===== config.mk =====
export PLATFORM = sky130hd
export DESIGN_NAME = midpoint_circle_rasterizer_top
export DESIGN_NICKNAME = d
export VERILOG_FILES = /design/src/mcr_pkg.sv /design/src/mcr_csr.sv /design/src/mcr_step.sv /design/src/mcr_emit.sv /design/src/midpoint_circle_rasterizer_top.sv
export SDC_FILE = /design/constraint.sdc
export NUM_CORES = 1
export LEC_CHECK = 0
export BUFFER_PORTS_ARGS = -buffer_cell sky130_fd_sc_hd__buf_2
export CAP_MARGIN = 20
export CORE_MARGIN = 3
export CORE_UTILIZATION = 50
export CTS_BUF_LIST = sky130_fd_sc_hd__clkbuf_8
export DETAILED_ROUTE_END_ITERATION = 7
export PLACE_DENSITY = 0.79
export SYNTH_ARGS = -nofsm -noshare
export SYNTH_HDL_FRONTEND = slang
export SYNTH_SLANG_ARGS = --single-unit

===== constraint.sdc =====
create_clock -name clock -period 5.3 [get_ports clock]
set_input_delay 0.53 -clock clock [delete_from_list [all_inputs] [get_ports clock]]
set_output_delay 0.53 -clock clock [all_outputs]
set_load 0.02 [all_outputs]

===== src/mcr_pkg.sv =====
package mcr_pkg;

   localparam int SCREEN_HEIGHT = 600;
   localparam int MAX_RADIUS    = 1023;

   localparam logic [9:0] AXIS_OFFSET_RESET = 10'd200;

   localparam logic CMD_START = 1'b0;
   localparam logic CMD_STEP  = 1'b1;

   localparam logic REG_AXIS_OFFSET = 1'b0;

   localparam logic [2:0] LAST_PIXEL = 3'd7;

   typedef struct packed {
      logic signed [10:0] x;
      logic signed [10:0] y;
      logic signed [12:0] cx;
      logic signed [12:0] cy;
      logic        [3:0]  color;
      logic        [13:0] base;
      logic               done;
   } burst_type;

endpackage


===== src/mcr_csr.sv =====
module mcr_csr
   import mcr_pkg::*;
(
   input  logic        clock,
   input  logic        reset,
   input  logic        csr_psel,
   input  logic        csr_penable,
   input  logic        csr_pwrite,
   input  logic        csr_paddr,
   input  logic [31:0] csr_pwdata,
   output logic [31:0] csr_prdata,
   output logic        csr_pready,
   output logic [9:0]  axis_offset
);

   logic [9:0] offset_ff;
   logic [9:0] offset_in;

   always_comb begin
      offset_in = offset_ff;
      if (csr_psel && csr_penable && csr_pwrite && (csr_paddr == REG_AXIS_OFFSET)) begin
         offset_in = csr_pwdata[9:0];
      end
   end

   always_ff @(posedge clock) begin
      if (reset) begin
         offset_ff <= AXIS_OFFSET_RESET;
      end else begin
         offset_ff <= offset_in;
      end
   end

   assign csr_pready  = 1'b1;
   assign csr_prdata  = (csr_paddr == REG_AXIS_OFFSET) ? {22'd0, offset_ff} : 32'd0;
   assign axis_offset = offset_ff;

endmodule


===== src/mcr_step.sv =====
module mcr_step
   import mcr_pkg::*;
(
   input  logic               clock,
   input  logic               reset,
   input  logic               accept,
   input  logic               cmd,
   input  logic signed [12:0] center_x,
   input  logic signed [12:0] center_y,
   input  logic        [9:0]  radius,
   input  logic        [3:0]  color,
   input  logic        [9:0]  axis_offset,
   output logic               launch,
   output burst_type          burst
);

   logic signed [10:0] x_ff, x_in;
   logic signed [10:0] y_ff, y_in;
   logic signed [13:0] d_ff, d_in;
   logic signed [12:0] cx_ff, cx_in;
   logic signed [12:0] cy_ff, cy_in;
   logic        [3:0]  color_ff, color_in;
   logic               active_ff, active_in;

   logic [9:0]  r_sat;
   logic [11:0] diff;
   logic [13:0] x4;
   logic        done;

   always_comb begin
      r_sat = ({1'b0, radius} > 11'(MAX_RADIUS)) ? 10'(MAX_RADIUS) : radius;
      x4    = {x_ff[10], x_ff, 2'b00};
      diff  = {x_ff[10], x_ff} - {y_ff[10], y_ff};
      x_in      = x_ff;
      y_in      = y_ff;
      d_in      = d_ff;
      cx_in     = cx_ff;
      cy_in     = cy_ff;
      color_in  = color_ff;
      active_in = active_ff;
      launch    = 1'b0;
      done      = 1'b0;
      if (accept) begin
         if (cmd == CMD_START) begin
            cx_in     = center_x;
            cy_in     = center_y;
            color_in  = color;
            x_in      = 11'sd0;
            y_in      = signed'({1'b0, r_sat});
            d_in      = signed'(14'd3 - {3'b000, r_sat, 1'b0});
            active_in = 1'b1;
         end else if (active_ff) begin
            if (y_ff < x_ff) begin
               active_in = 1'b0;
            end else begin
               launch = 1'b1;
               if (d_ff < 0) begin
                  d_in = signed'(d_ff + x4 + 14'd6);
               end else begin
                  d_in = signed'(d_ff + {diff, 2'b00} + 14'd10);
                  y_in = y_ff - 11'sd1;
               end
               x_in = x_ff + 11'sd1;
               done = (y_in < x_in);
               if (done) begin
                  active_in = 1'b0;
               end
            end
         end
      end
      burst.x     = x_ff;
      burst.y     = y_ff;
      burst.cx    = cx_ff;
      burst.cy    = cy_ff;
      burst.color = color_ff;
      burst.base  = 14'(SCREEN_HEIGHT) - {4'd0, axis_offset};
      burst.done  = done;
   end

   always_ff @(posedge clock) begin
      if (reset) begin
         x_ff      <= '0;
         y_ff      <= '0;
         d_ff      <= '0;
         cx_ff     <= '0;
         cy_ff     <= '0;
         color_ff  <= '0;
         active_ff <= 1'b0;
      end else begin
         x_ff      <= x_in;
         y_ff      <= y_in;
         d_ff      <= d_in;
         cx_ff     <= cx_in;
         cy_ff     <= cy_in;
         color_ff  <= color_in;
         active_ff <= active_in;
      end
   end

endmodule


===== src/mcr_emit.sv =====
module mcr_emit
   import mcr_pkg::*;
(
   input  logic               clock,
   input  logic               reset,
   input  logic               launch,
   input  burst_type          burst,
   input  logic               rsp_stall,
   output logic               busy,
   output logic               finishing,
   output logic               rsp_valid,
   output logic signed [13:0] rsp_pixel_x,
   output logic signed [13:0] rsp_pixel_y,
   output logic        [3:0]  rsp_pixel_color,
   output logic               rsp_circle_done,
   output logic               rsp_last
);

   burst_type  burst_ff, burst_in;
   logic       busy_ff, busy_in;
   logic [2:0] idx_ff, idx_in;

   logic signed [10:0] a, b;
   logic signed [13:0] a14, b14, dx, dy, cx14, cy14;

   always_comb begin
      finishing = busy_ff && (idx_ff == LAST_PIXEL) && !rsp_stall;
      burst_in  = burst_ff;
      busy_in   = busy_ff;
      idx_in    = idx_ff;
      if (launch) begin
         burst_in = burst;
         busy_in  = 1'b1;
         idx_in   = 3'd0;
      end else if (busy_ff && !rsp_stall) begin
         if (idx_ff == LAST_PIXEL) begin
            busy_in = 1'b0;
         end else begin
            idx_in = idx_ff + 3'd1;
         end
      end
   end

   always_comb begin
      a    = idx_ff[0] ? burst_ff.y : burst_ff.x;
      b    = idx_ff[0] ? burst_ff.x : burst_ff.y;
      a14  = {{3{a[10]}}, a};
      b14  = {{3{b[10]}}, b};
      dx   = idx_ff[1] ? -a14 : a14;
      dy   = idx_ff[2] ? -b14 : b14;
      cx14 = {burst_ff.cx[12], burst_ff.cx};
      cy14 = {burst_ff.cy[12], burst_ff.cy};
   end

   always_ff @(posedge clock) begin
      if (reset) begin
         busy_ff <= 1'b0;
         idx_ff  <= 3'd0;
      end else begin
         busy_ff <= busy_in;
         idx_ff  <= idx_in;
      end
   end

   always_ff @(posedge clock) begin
      burst_ff <= burst_in;
   end

   assign busy            = busy_ff;
   assign rsp_valid       = busy_ff;
   assign rsp_pixel_x     = cx14 + dx;
   assign rsp_pixel_y     = signed'(burst_ff.base) - (cy14 + dy);
   assign rsp_pixel_color = burst_ff.color;
   assign rsp_last        = (idx_ff == LAST_PIXEL);
   assign rsp_circle_done = burst_ff.done && (idx_ff == LAST_PIXEL);

endmodule


===== src/midpoint_circle_rasterizer_top.sv =====
// Midpoint circle rasterizer.
// Request channel (req_valid / req_stall): a start beat (cmd 0) loads the
// center, radius and color; a step beat (cmd 1) plots the eight symmetric
// pixels of the current octant point and advances it.
// Response channel (rsp_valid / rsp_stall): one pixel per beat, with rsp_last
// on the eighth pixel of a step and rsp_circle_done on the final pixel.
// The first pixel of a step appears in the cycle after the step is taken, and
// the eight pixels follow on consecutive cycles while the receiver does not
// stall. A step that plots occupies the pixel sequencer until its eighth
// pixel is taken, and the next request is taken in that same cycle. Start
// beats and steps that plot nothing do not occupy the sequencer.
// While the receiver stalls, the current pixel holds and the request side
// stalls once a step burst is waiting.
// Reset clears the circle state, leaves the rasterizer idle with no pixel
// pending, and sets axis_offset to 200. The CSR port holds axis_offset at
// address 0 and should only be written while the block is idle.
module midpoint_circle_rasterizer_top
   import mcr_pkg::*;
(
   input  logic               clock,
   input  logic               reset,
   input  logic               req_valid,
   output logic               req_stall,
   input  logic               req_cmd,
   input  logic signed [12:0] req_center_x,
   input  logic signed [12:0] req_center_y,
   input  logic        [9:0]  req_radius,
   input  logic        [3:0]  req_color,
   output logic               rsp_valid,
   input  logic               rsp_stall,
   output logic signed [13:0] rsp_pixel_x,
   output logic signed [13:0] rsp_pixel_y,
   output logic        [3:0]  rsp_pixel_color,
   output logic               rsp_circle_done,
   output logic               rsp_last,
   input  logic               csr_psel,
   input  logic               csr_penable,
   input  logic               csr_pwrite,
   input  logic               csr_paddr,
   input  logic [31:0]        csr_pwdata,
   output logic [31:0]        csr_prdata,
   output logic               csr_pready
);

   logic      [9:0] axis_offset;
   logic            accept;
   logic            launch;
   logic            busy;
   logic            finishing;
   burst_type       burst;

   assign req_stall = busy && !finishing;
   assign accept    = req_valid && !req_stall;

   mcr_csr u_csr (
      .clock       (clock),
      .reset       (reset),
      .csr_psel    (csr_psel),
      .csr_penable (csr_penable),
      .csr_pwrite  (csr_pwrite),
      .csr_paddr   (csr_paddr),
      .csr_pwdata  (csr_pwdata),
      .csr_prdata  (csr_prdata),
      .csr_pready  (csr_pready),
      .axis_offset (axis_offset)
   );

   mcr_step u_step (
      .clock       (clock),
      .reset       (reset),
      .accept      (accept),
      .cmd         (req_cmd),
      .center_x    (req_center_x),
      .center_y    (req_center_y),
      .radius      (req_radius),
      .color       (req_color),
      .axis_offset (axis_offset),
      .launch      (launch),
      .burst       (burst)
   );

   mcr_emit u_emit (
      .clock           (clock),
      .reset           (reset),
      .launch          (launch),
      .burst           (burst),
      .rsp_stall       (rsp_stall),
      .busy            (busy),
      .finishing       (finishing),
      .rsp_valid       (rsp_valid),
      .rsp_pixel_x     (rsp_pixel_x),
      .rsp_pixel_y     (rsp_pixel_y),
      .rsp_pixel_color (rsp_pixel_color),
      .rsp_circle_done (rsp_circle_done),
      .rsp_last        (rsp_last)
   );

endmodule


# Word level (Yosys, flattened, before mapping)
# Index checks and enable logic that the tools add are counted.
# word_totals
register_bits,148
out_inout_bits,69
# op_classes
addsub,15
n_mux,31
eq_ne,3
bitwise_logic,5
order_cmp,3
n_reduce_logical,20
# ops
op,n
$mux W11,13
$mux W14,6
$add A13 B14 Y14,2
$add A14 B14 Y14,2
$neg A11 Y14,2
$lt A11 B11 Y1,2
$add A14 B3 Y14 const B,1
$add A14 B4 Y14 const B,1
$lt A14 B1 Y1 const B,1
$sub A14 B14 Y14,1
$sub A11 B11 Y12,1
$sub A2 B11 Y12 const A,1
$add A11 B2 Y11 const B,1
$mux W1,11
$sub A10 B10 Y11 const A,1
$sub A11 B2 Y11 const B,1
$mux W10,1
$logic_and A1 B1 Y1,9
$reduce_and A2 Y1,3
$not A1 Y1,5
$reduce_bool A2 Y1,2
$reduce_or A4 Y1,1
$add A3 B1 Y3 const B,1
$eq A3 B3 Y1 const B,1
other kinds (5),7

# Longest topological paths before layout
# Gate-level depths: netlist of run 1.
# depth
depth_word,13
mapped_depth,19
depth_no_buf,17

# Cells and area by module
# A second synthesis of run 1 with hierarchy kept.
# hier_totals
cells_unflattened,1212
hier_area_um2,10961.8
# modules_own_cells
mod,cells_per_inst,area_per_inst_um2,instances
mcr_step,710,5519.0,1
mcr_emit,420,4734.5,1
mcr_csr,80,685.7,1
midpoint_circle_rasterizer_top,2,22.5,1

# Least setup slack after synthesis of run 1
# OpenSTA, ideal clock, no wires.
# synth_path
kind,register to output
from,register u_emit.idx_ff[0]
to,output rsp_pixel_y[11]
arrival_time_ns,4.262
slack_ns,0.508
n_path_buf,4
stages_incl_launch_ff,20
path_cell_list,dfxtp_1 > buf_2 > buf_2 > buf_2 > buf_2 > mux2i_1 > ha_1 > o21ai_0 > or2_2 > nor3_1 > nand2b_1 > xor2_1 > fa_1 > inv_1 > ha_1 > o21ai_0 > nor3b_1 > a21oi_1 > nor2b_1 > xnor2_1
# synth_via
elab_chain_len,5
# synth_lines
element,line_no,rtl
from (decl),mcr_emit.sv:21,"logic [2:0] idx_ff, idx_in;"
from (signal assigned),mcr_emit.sv:61,idx_ff <= idx_in;
$mux W11 (*),mcr_emit.sv:46,b = idx_ff[0] ? burst_ff.x : burst_ff.y;
$neg A11 Y14,mcr_emit.sv:50,dy = idx_ff[2] ? -b14 : b14;
$mux W14 (*),mcr_emit.sv:50,
$add A13 B14 Y14 (*),mcr_emit.sv:72,assign rsp_pixel_y = signed'(burst_ff.base) - (cy14 + dy);
$sub A14 B14 Y14 (*),mcr_emit.sv:72,
to (decl),midpoint_circle_rasterizer_top.sv:32,"output logic signed [13:0] rsp_pixel_y,"
# Every way passes the cells marked *; elsewhere a longest branch is shown, timed or not.

# Final worst setup path of run 1
# Ends and elaborated chain as after synthesis.

==> results of run 1 <==
[state kept, by name, indices dropped and copies added (netlist names), 10 cells and up]
signal / flops
u_emit.burst_ff: 60
u_step.cx_ff: 13
u_step.cy_ff: 13
u_step.d_ff: 13
u_step.x_ff: 11
u_step.y_ff: 11
u_csr.axis_offset: 10
[per-layer routing]
layer	global-route usage (%)	part of all wire [%]	vias to the layer above
li1	-	-	4306
met5	0	0	-
met3	3.10	6.0	30
met4	5.22	1.2	0
met2	35.8	47	265
met1	29.1	45	4050
[power breakdown]
| group | switching (W) | internal, W | leakage, nW |
|---|---|---|---|
| Combinational | 0.00134 | 0.000916 | 3.36 |
| Clock | 0.000420 | 0.000598 | 0.232 |
| Sequential | 0.0000934 | 0.00128 | 1.25 |
[worst paths after layout]
kind / startpoint / slack, ns / endpoint / cells past startpoint
setup / recovery: u_emit.idx_ff[0]$_SDFFE_PP0P_ / 0.30 / rsp_pixel_y[11] / 16
hold / removal: csr_pwdata[3] / 0.31 / u_csr.axis_offset[3]$_SDFFE_PP1P_ / 3
setup reg to reg: u_step.x_ff[0]$_SDFFE_PP0P_ / 1.24 / u_step.d_ff[12]$_SDFFE_PP0P_ / 17
hold reg to reg: u_step.cx_ff[0]$_SDFFE_PP0P_ / 0.43 / u_emit.burst_ff[32]$_DFFE_PP_ / 0
[cells in the mapped netlist (10+ instances only)]
cell type,n
a211oi_1,14
a21o_1,18
a21oi_1,113
a311oi_1,10
buf_2,12
buf_4,27
clkbuf_1,27
dfxtp_1,80
edfxtp_1,64
fa_1,17
ha_1,101
inv_1,85
mux2i_1,29
nand2_1,144
nand2b_1,17
nand3_1,14
nor2_1,82
nor2b_1,25
nor3_1,29
o21a_1,10
o21ai_0,59
xnor2_1,60
xor2_1,39
[cell type report]
cell class,count,area [µm²],area share [%]
multi-input combinational,916,6310,54.7
sequential,144,3530,30.5
timing repair buffer,111,589,5.10
tap,270,338,2.92
inverter,87,327,2.83
clock buffer,17,234,2.03
clock inverter,15,224,1.94
[per-stage QoR]
stage | setup WS (ns) | cells
after floorplan | 0.508 | 1215
after global placement | 0.812 | 1528
after detailed placement | 0.671 | 1528
after CTS | 0.167 | 1560
after global routing | -0.00536 | 1560
final | 0.303 | 1560
[what timing repair did]
item,4_1_cts,5_1_grt
endpoints found under the setup margin,0,3
hold buffers,0,0
resized for setup,0,3
[tightest hold or removal path, delay by kind of cell]
family	cells	cell delay [ns]
buffers and inverters	1	0.07
and+or+nand+nor	2	0.12
[kinds of logic (layout without fill, tap and decap cells)]
kind of cell,after synthesis,after routing,share of synthesized area (%)
adders and majority gates,118,118,15.4
buffers and inverters,155,230,6.69
and+or+nand+nor,363,363,16.3
DFF,144,144,33.8
xor gates and xnor gates,99,99,8.31
muxes,31,31,3.00
other,2,23,0.0720
AOI/OAI and AO/OA,282,282,16.5
==> flow_metrics.py, run 1 <==
metrics = {
    "layout": {
        "num_antenna_cells": 0,
        "final_common_cell": "nand2_1",
        "n_fill_cell": 1759,
        "syn_to_final_growth_pct": 10.7,
        "post-route-util_pct": 56.7,
        "drive_gt1_share_pct": 12.5,
        "layout_common_cells": "nand2_1, a21oi_1, buf_2, ha_1, inv_1",
        "final_area_um2": 11600,
        "num-nets-final": 1476,
    },
    "placed_design": {
        "io_buffers": 104,
        "place.gp.congestion": 0.937,
        "detailed_place_hpwl_um": 18100,
        "placed_area_um2": 11100,
    },
    "synthesis": {
        "syn_avg_cell_area_um2": 8.74,
        "yosys.area.top_type_share_pct": 18.4,
        "netlist_instances": 1194,
        "synth-seq-cells": 144,
        "synthFlopType": "dfxtp_1",
        "synth_area_leaders": "edfxtp_1, dfxtp_1, ha_1, a21oi_1, nand2_1",
        "synth_seq_area_share_pct": 33.8,
        "yosys_warnings": 0,
        "yosys.area.top_type": "edfxtp_1",
        "async_reset_ff_share_pct": 0,
        "synth_edf_count": 64,
        "syn-cell-area_um2": 10400,
        "yosysUniqueCellTypes": 66,
    },
    "worst_setup_path": {
        "crit_family": "adder cells",
        "worst_path_largest_cell_delay_ns": 0.49,
        "critPathMaxFanout": 18,
        "path_cells": "mux2i_1, ha_1, o21ai_0, or2_2, o21ai_0, xor2_1, fa_1, inv_1, ha_1, a21o_1, nor2_1, a21oi_1, a21oi_1, nor2b_1, xnor2_1, buf_2",
        "critPathKind": "reg2out",
        "cp-start-kind": "flop",
        "endpoint_kind": "output port",
        "required_ns": 4.77,
        "worstPathArrival_ns": 4.47,
        "critPathBufInv": 2,
        "slowest_stage": "dfxtp_4",
    },
    "outcome": {
        "outcome": "completed",
    },
    "global_routing": {
        "grt_pass1_wl_um": 39100,
        "antenna_found_initial": 0,
        "grt.total_usage_pct": 21.3,
        "overflow": 0,
        "grt_pass1_vias": 8110,
        "grt_max_degree": 89,
    },
    "timing": {
        "fin_crit_ns": 5.00,
        "fmax_mhz": 200,
        "worstMarginPinSlew_ns": 0.827,
        "setup-tns-final_ns": 0,
        "final_hold_viol_count": 0,
        "slew_headroom_pct": 44.5,
        "finClkSkew_ns": 0.0227,
        "setup_violations": 0,
        "slew_violations": 0,
        "fin_crit_sh_pct": 94.3,
        "whs_ns": 0.314,
    },
    "run": {
        "maxCapViolations": 0,
    },
    "detailed_routing": {
        "drcViolationCount": 0,
        "viasPerCell": 5.55,
        "drt.antenna.violating_nets": 0,
        "drt-pass1-iter-count": 5,
        "route.vias.total": 8651,
        "routed_wl_um": 24300,
        "initialDrtViolationCount": 633,
        "wl_per_cell_um": 15.5,
    },
    "cts": {
        "path_clk_slew_ns": 0.08,
        "postCtsSetupBuffers": 0,
        "cts-htree-levels": 4,
        "cts.sinks": 144,
        "clock_path_buffers": 2,
        "cts_buffers": 17,
        "insertion_delay_ns": 0.46,
        "root_buffer": "clkbuf_8",
        "cts_tree": "built",
    },
    "power": {
        "power_w": 0.00465,
        "peakVddDrop_mv": 0.217,
        "power_density_nw_per_um2": 403,
        "p_leak_nw": 4.84,
    },
    "floorplanning": {
        "rows": 52,
        "core_area_um2": 20400,
        "initial_core_util_pct": 51.2,
        "io-pin-count": 150,
        "die_h_um": 150,
        "dieWidth_um": 150,
        "fp.dieArea_um2": 22600,
    },
    "worst_hold_path": {
        "hp-class": "in2reg",
    },
}
No activity file was read; power rests on OpenSTA's default activity.
==> run 2: changes to the inputs <==
--- a/config.mk
+++ b/config.mk
@@ -7,7 +7,6 @@
 export LEC_CHECK = 0
 export BUFFER_PORTS_ARGS = -buffer_cell sky130_fd_sc_hd__buf_2
 export CAP_MARGIN = 20
-export CORE_MARGIN = 3
 export CORE_UTILIZATION = 50
 export CTS_BUF_LIST = sky130_fd_sc_hd__clkbuf_8
 export DETAILED_ROUTE_END_ITERATION = 7
==> flow_metrics.py, run 2 (synthesis results as in run 1) <==
metrics = {
    "outcome": {
        "outcome": "completed",
    },
    "layout": {
        "largest_register_ffs": 60,
        "syn_to_final_growth_pct": 9.54,
        "final_common_cell": "nand2_1",
        "drive_gt1_share_pct": 12.9,
        "num-nets-final": 1476,
        "layout_common_cells": "nand2_1, a21oi_1, buf_2, ha_1, inv_1",
        "largest_register": "u_emit.burst_ff",
    },
    "detailed_routing": {
        "drt-pass1-iter-count": 5,
        "wl_per_cell_um": 15.2,
        "drcViolationCount": 0,
        "initialDrtViolationCount": 515,
        "viasPerCell": 5.50,
        "route.vias.total": 8592,
        "drt.antenna.violating_nets": 0,
        "routed_wl_um": 23800,
    },
    "timing": {
        "slew_headroom_pct": 39.0,
        "setup_violations": 0,
        "slew_violations": 0,
        "setup-tns-final_ns": 0,
        "fin_crit_sh_pct": 95.3,
        "finClkSkew_ns": 0.0204,
        "fin_crit_ns": 5.05,
        "grt_setup_unrepaired": "false",
        "final_hold_viol_count": 0,
        "worstMarginPinSlew_ns": 0.915,
        "whs_ns": 0.289,
        "fmax_mhz": 198,
    },
    "worst_setup_path": {
        "crit_family": "adder cells",
        "worstPathArrival_ns": 4.52,
        "path_cells": "mux2i_4, ha_1, o21ai_0, or2_2, nor3_1, nand2b_1, xor2_1, fa_1, inv_1, ha_1, o21ai_0, nor3b_1, a21oi_1, a21oi_1, xnor2_1, buf_2",
        "required_ns": 4.77,
        "slowest_stage": "dfxtp_4",
        "critPathKind": "reg2out",
        "r2r-start": "u_step.x_ff[0]$_SDFFE_PP0P_",
        "cp.depth": 16,
        "reg2reg_depth": 17,
        "cp-start-kind": "flop",
        "r2r_end": "u_step.d_ff[12]$_SDFFE_PP0P_",
        "reg2reg_setup_slack_ns": 1.23,
        "critPathMaxFanout": 18,
        "endpoint_kind": "output port",
        "critPathBufInv": 2,
        "worst_path_largest_cell_delay_ns": 0.50,
    },
    "cts": {
        "cts-htree-levels": 4,
        "clock_path_buffers": 2,
        "insertion_delay_ns": 0.47,
        "cts.sinks": 144,
        "cts_buffers": 17,
        "postCtsSetupBuffers": 0,
        "root_buffer": "clkbuf_8",
        "path_clk_slew_ns": 0.09,
        "cts_tree": "built",
    },
    "floorplanning": {
        "initial_core_util_pct": 51.2,
        "core_area_um2": 20400,
        "rows": 52,
        "io-pin-count": 150,
        "die_h_um": 146,
        "fp.dieArea_um2": 21500,
        "dieWidth_um": 146,
    },
    "worst_hold_path": {
        "holdPathEnd": "u_csr.axis_offset[7]$_SDFFE_PP1P_",
        "min_from": "csr_pwdata[7]",
        "hp-class": "in2reg",
        "holdPathStages": 3,
    },
    "placed_design": {
        "place.gp.congestion": 0.941,
        "detailed_place_hpwl_um": 17900,
        "io_buffers": 104,
    },
    "global_routing": {
        "grt.total_usage_pct": 22.5,
        "antenna_found_initial": 0,
        "grt_pass1_vias": 8091,
        "grt_max_degree": 83,
        "grt_pass1_wl_um": 38800,
        "overflow": 0,
    },
    "power": {
        "peakVddDrop_mv": 0.229,
        "p_leak_nw": 4.77,
        "power_density_nw_per_um2": 386,
    },
    "run": {
        "maxCapViolations": 0,
    },
}
run 2: what timing repair did:
| action | CTS | global route |
|---|---|---|
| endpoints found under the setup margin | 1 | 3 |
| resized for setup | 1 | 2 |
| hold buffers | 0 | 0 |
run 2: how the worst max path moves through the flow:
stage	start	end	slack (ns)
after floorplan	u_emit.idx_ff[0]$_SDFFE_PP0P_	rsp_pixel_y[11]	0.51
after global placement	u_emit.idx_ff[0]$_SDFFE_PP0P_	rsp_pixel_y[11]	0.74
after detailed placement	u_emit.idx_ff[0]$_SDFFE_PP0P_	rsp_pixel_y[13]	0.49
after CTS	u_emit.idx_ff[0]$_SDFFE_PP0P_	rsp_pixel_y[13]	0.06
after global routing	u_emit.idx_ff[0]$_SDFFE_PP0P_	rsp_pixel_y[13]	0.02
final	u_emit.idx_ff[0]$_SDFFE_PP0P_	rsp_pixel_y[13]	0.25
run 2: final cells by class:
cell class | instances | area (µm²)
sequential | 144 | 3530
inverter | 87 | 327
tap | 270 | 338
antenna | 1 | 2.50
multi-input combinational | 916 | 6320
clock buffer | 18 | 248
clock inverter | 14 | 95.1
fill | 1797 | 8930
timing repair buffer | 111 | 573
run 2: through the flow:
step / setup slack, ns / cell area [µm²] / utilization, % / power, W / std cells
3_3_place_gp: 0.741 / 11100 / 54.4 / 0.00357 / 1528
6_report: 0.247 / 11400 / 56.1 / 0.00441 / 1561
5_1_grt: 0.0218 / 11400 / 56.1 / 0.00474 / 1560
2_1_floorplan: 0.508 / 10500 / - / 0.00312 / 1215
3_5_place_dp: 0.488 / 11100 / 54.4 / 0.00364 / 1528
4_1_cts: 0.0620 / 11400 / 56.1 / 0.00441 / 1560
run 2: where the power goes:
| part | total (W) | switching, W | internal, W |
|---|---|---|---|
| Sequential | 0.00138 | 0.000103 | 0.00128 |
| Combinational | 0.00226 | 0.00135 | 0.000913 |
| Clock | 0.000771 | 0.000440 | 0.000331 |
| Total | 0.00441 | 0.00189 | 0.00252 |
run 2: worst min-delay path, stage by stage:
cell	delay (ns)
buf_2	0.07
nand2_1	0.04
nand3b_1	0.07
run 2: per-layer routing:
metal	vias up	wire [µm]	GRT usage, %
li1	4305	-	-
met1	3999	11000	29.3
met2	237	11000	37.2
met3	51	1090	3.75
met4	0	651	9.22
met5	-	0	0
==> run 3: changes to the inputs <==
--- a/config.mk
+++ b/config.mk
@@ -7,6 +7,7 @@
 export LEC_CHECK = 0
 export BUFFER_PORTS_ARGS = -buffer_cell sky130_fd_sc_hd__buf_2
 export CAP_MARGIN = 20
+export CORE_ASPECT_RATIO = 0.7
 export CORE_UTILIZATION = 50
 export CTS_BUF_LIST = sky130_fd_sc_hd__clkbuf_8
 export DETAILED_ROUTE_END_ITERATION = 7
==> flow_metrics.py, run 3 (synthesis results as in run 1) <==
metrics = {
    "outcome": {
        "outcome": "completed",
    },
    "worst_setup_path": {
        "critPathBufInv": 2,
        "required_ns": 4.77,
        "endpoint_kind": "output port",
        "r2r-start": "u_step.x_ff[0]$_SDFFE_PP0P_",
        "worst_path_largest_cell_delay_ns": 0.51,
        "crit_start": "u_emit.idx_ff[0]$_SDFFE_PP0P_",
        "critPathKind": "reg2out",
        "cp-start-kind": "flop",
        "worstPathArrival_ns": 4.40,
        "critPathMaxFanout": 17,
        "slowest_stage": "fa_1",
        "crit_family": "adder cells",
        "path_cells": "mux2i_2, ha_1, o21ai_0, or2_2, nor3_1, nand2b_1, xor2_1, fa_1, inv_1, ha_1, o21ai_0, nor3b_1, a21oi_1, a21oi_1, xnor2_1, buf_2",
    },
    "global_routing": {
        "grt_pass1_wl_um": 39400,
        "overflow": 0,
        "grt_max_degree": 89,
        "grt_pass1_vias": 7788,
        "grt.total_usage_pct": 23.1,
        "antenna_found_initial": 0,
    },
    "placed_design": {
        "detailed_place_hpwl_um": 18600,
        "place.gp.congestion": 0.907,
        "io_buffers": 104,
    },
    "power": {
        "p_seq_share_pct": 30.8,
        "p_leak_nw": 4.78,
        "power_density_nw_per_um2": 390,
        "p_switching_w": 0.00194,
        "peakVddDrop_mv": 0.166,
        "p_comb_share_pct": 51.4,
        "switching_share_pct": 43.4,
        "p_int_w": 0.00252,
        "clkPwrFrac_pct": 17.7,
        "power_w": 0.00446,
    },
    "worst_hold_path": {
        "min_from": "csr_pwdata[7]",
        "hp-class": "in2reg",
    },
    "layout": {
        "largest_register_ffs": 60,
        "num_antenna_cells": 0,
        "drive_gt1_share_pct": 12.9,
        "seqCellArea_um2": 3530,
        "syn_to_final_growth_pct": 9.58,
        "n_fill_cell": 1798,
        "largest_register": "u_emit.burst_ff",
        "post-route-util_pct": 56.8,
        "multi_input_area_um2": 6310,
        "num-nets-final": 1476,
        "layout_common_cells": "nand2_1, a21oi_1, buf_2, ha_1, inv_1",
        "final_common_cell": "nand2_1",
    },
    "floorplanning": {
        "rows": 43,
        "io-pin-count": 150,
        "initial_core_util_pct": 51.9,
        "dieWidth_um": 175,
        "fp.dieArea_um2": 21500,
        "die_h_um": 123,
        "core_area_um2": 20100,
    },
    "timing": {
        "fmax_mhz": 203,
        "final_hold_viol_count": 0,
        "fin_crit_ns": 4.93,
        "slew_headroom_pct": 38.3,
        "setup_violations": 0,
        "finClkSkew_ns": 0.0178,
        "grt_setup_unrepaired": "false",
        "worstMarginPinSlew_ns": 0.924,
        "setup-tns-final_ns": 0,
        "slew_violations": 0,
        "fin_crit_sh_pct": 93.0,
    },
    "cts": {
        "cts_tree": "built",
        "cts_buffers": 17,
        "cts_hold_buf": 0,
        "path_clk_slew_ns": 0.09,
        "root_buffer": "clkbuf_8",
        "clock_path_buffers": 2,
        "cts-htree-levels": 4,
        "insertion_delay_ns": 0.45,
        "cts.sinks": 144,
    },
    "detailed_routing": {
        "drcViolationCount": 0,
        "drt.antenna.violating_nets": 0,
        "drt-pass1-iter-count": 5,
        "routed_wl_um": 24700,
        "route.vias.total": 8644,
        "wl_per_cell_um": 15.8,
        "initialDrtViolationCount": 794,
        "viasPerCell": 5.54,
    },
    "run": {
        "maxCapViolations": 0,
    },
}
-- run 3: cell count changes in the layout (fill, tap and decap cells not counted), sizes merged --
| cell | previous run | this run |
|---|---|---|
| clkinvlp | 6 | 3 |
| inv | 88 | 91 |
| clkbuf | 18 | 17 |
| clkinv | 7 | 8 |
| diode | 1 | 0 |
-- run 3: metrics by stage --
stage                     area, µm²  std cells  hold WS, ns  setup WS, ns
final                         11400       1560        0.297         0.372
after global routing          11400       1560        0.273       0.00290
after CTS                     11400       1560        0.273         0.273
after detailed placement      11100       1528        0.413         0.793
after global placement        11100       1528        0.412         0.893
after floorplan               10500       1215        0.408         0.508
-- run 3: power groups by stage --
stage               clock network [W]  logic, W  registers, W
finish                       0.000791   0.00229       0.00138
global route                 0.000846   0.00256       0.00139
CTS                          0.000801   0.00228       0.00137
detailed placement                  0   0.00226       0.00140
global placement                    0   0.00220       0.00139
floorplan                           0   0.00175       0.00137
-- run 3: layout make-up --
class | instances | share of cell area (%)
Tap cell | 270 | 2.95
Multi-Input combinational cell | 916 | 55.2
Timing Repair Buffer | 111 | 5.12
Inverter | 87 | 2.86
Sequential cell | 144 | 30.8
Clock buffer | 17 | 2.05
Clock inverter | 15 | 0.974
-- run 3: what timing repair did --
| action | CTS | global route |
|---|---|---|
| setup endpoints to repair | 0 | 3 |
| setup buffers | 0 | 0 |
| resized for setup | 0 | 2 |
-- run 3: routing by layer --
metal  wire (µm)  part of all wire (%)  track usage, %  up-vias
met5           0                     0               0        -
met4         187                  0.76            5.16        0
met3        1720                   7.0            3.75       17
met2       10400                    42            34.9      308
met1       12400                    50            34.5     4013
li1            -                     -               -     4306
-- run 3: path summary, 6_finish.rpt --
| path | end | slack, ns | depth (start not counted) |
|---|---|---|---|
| setup / recovery | rsp_pixel_y[13] | 0.37 | 16 |
| setup reg to reg | u_step.d_ff[12]$_SDFFE_PP0P_ | 1.18 | 17 |
| hold reg to reg | u_emit.burst_ff[37]$_DFFE_PP_ | 0.43 | 0 |
| hold / removal | u_csr.axis_offset[7]$_SDFFE_PP1P_ | 0.30 | 3 |
-- run 3: worst reg2reg max path: stages, from the launching register on --
cell and delay [ns]:
dfxtp_1 0.42, inv_1 0.13, ha_1 0.17, inv_1 0.05
fa_1 0.41, a21o_1 0.20, a21oi_2 0.28, o21ai_0 0.15
xor2_1 0.17, ha_1 0.29, ha_1 0.36, a21o_1 0.24
a31oi_1 0.27, o21ai_0 0.18, a21oi_1 0.20, xnor2_1 0.14
a31oi_1 0.10, a311oi_1 0.27
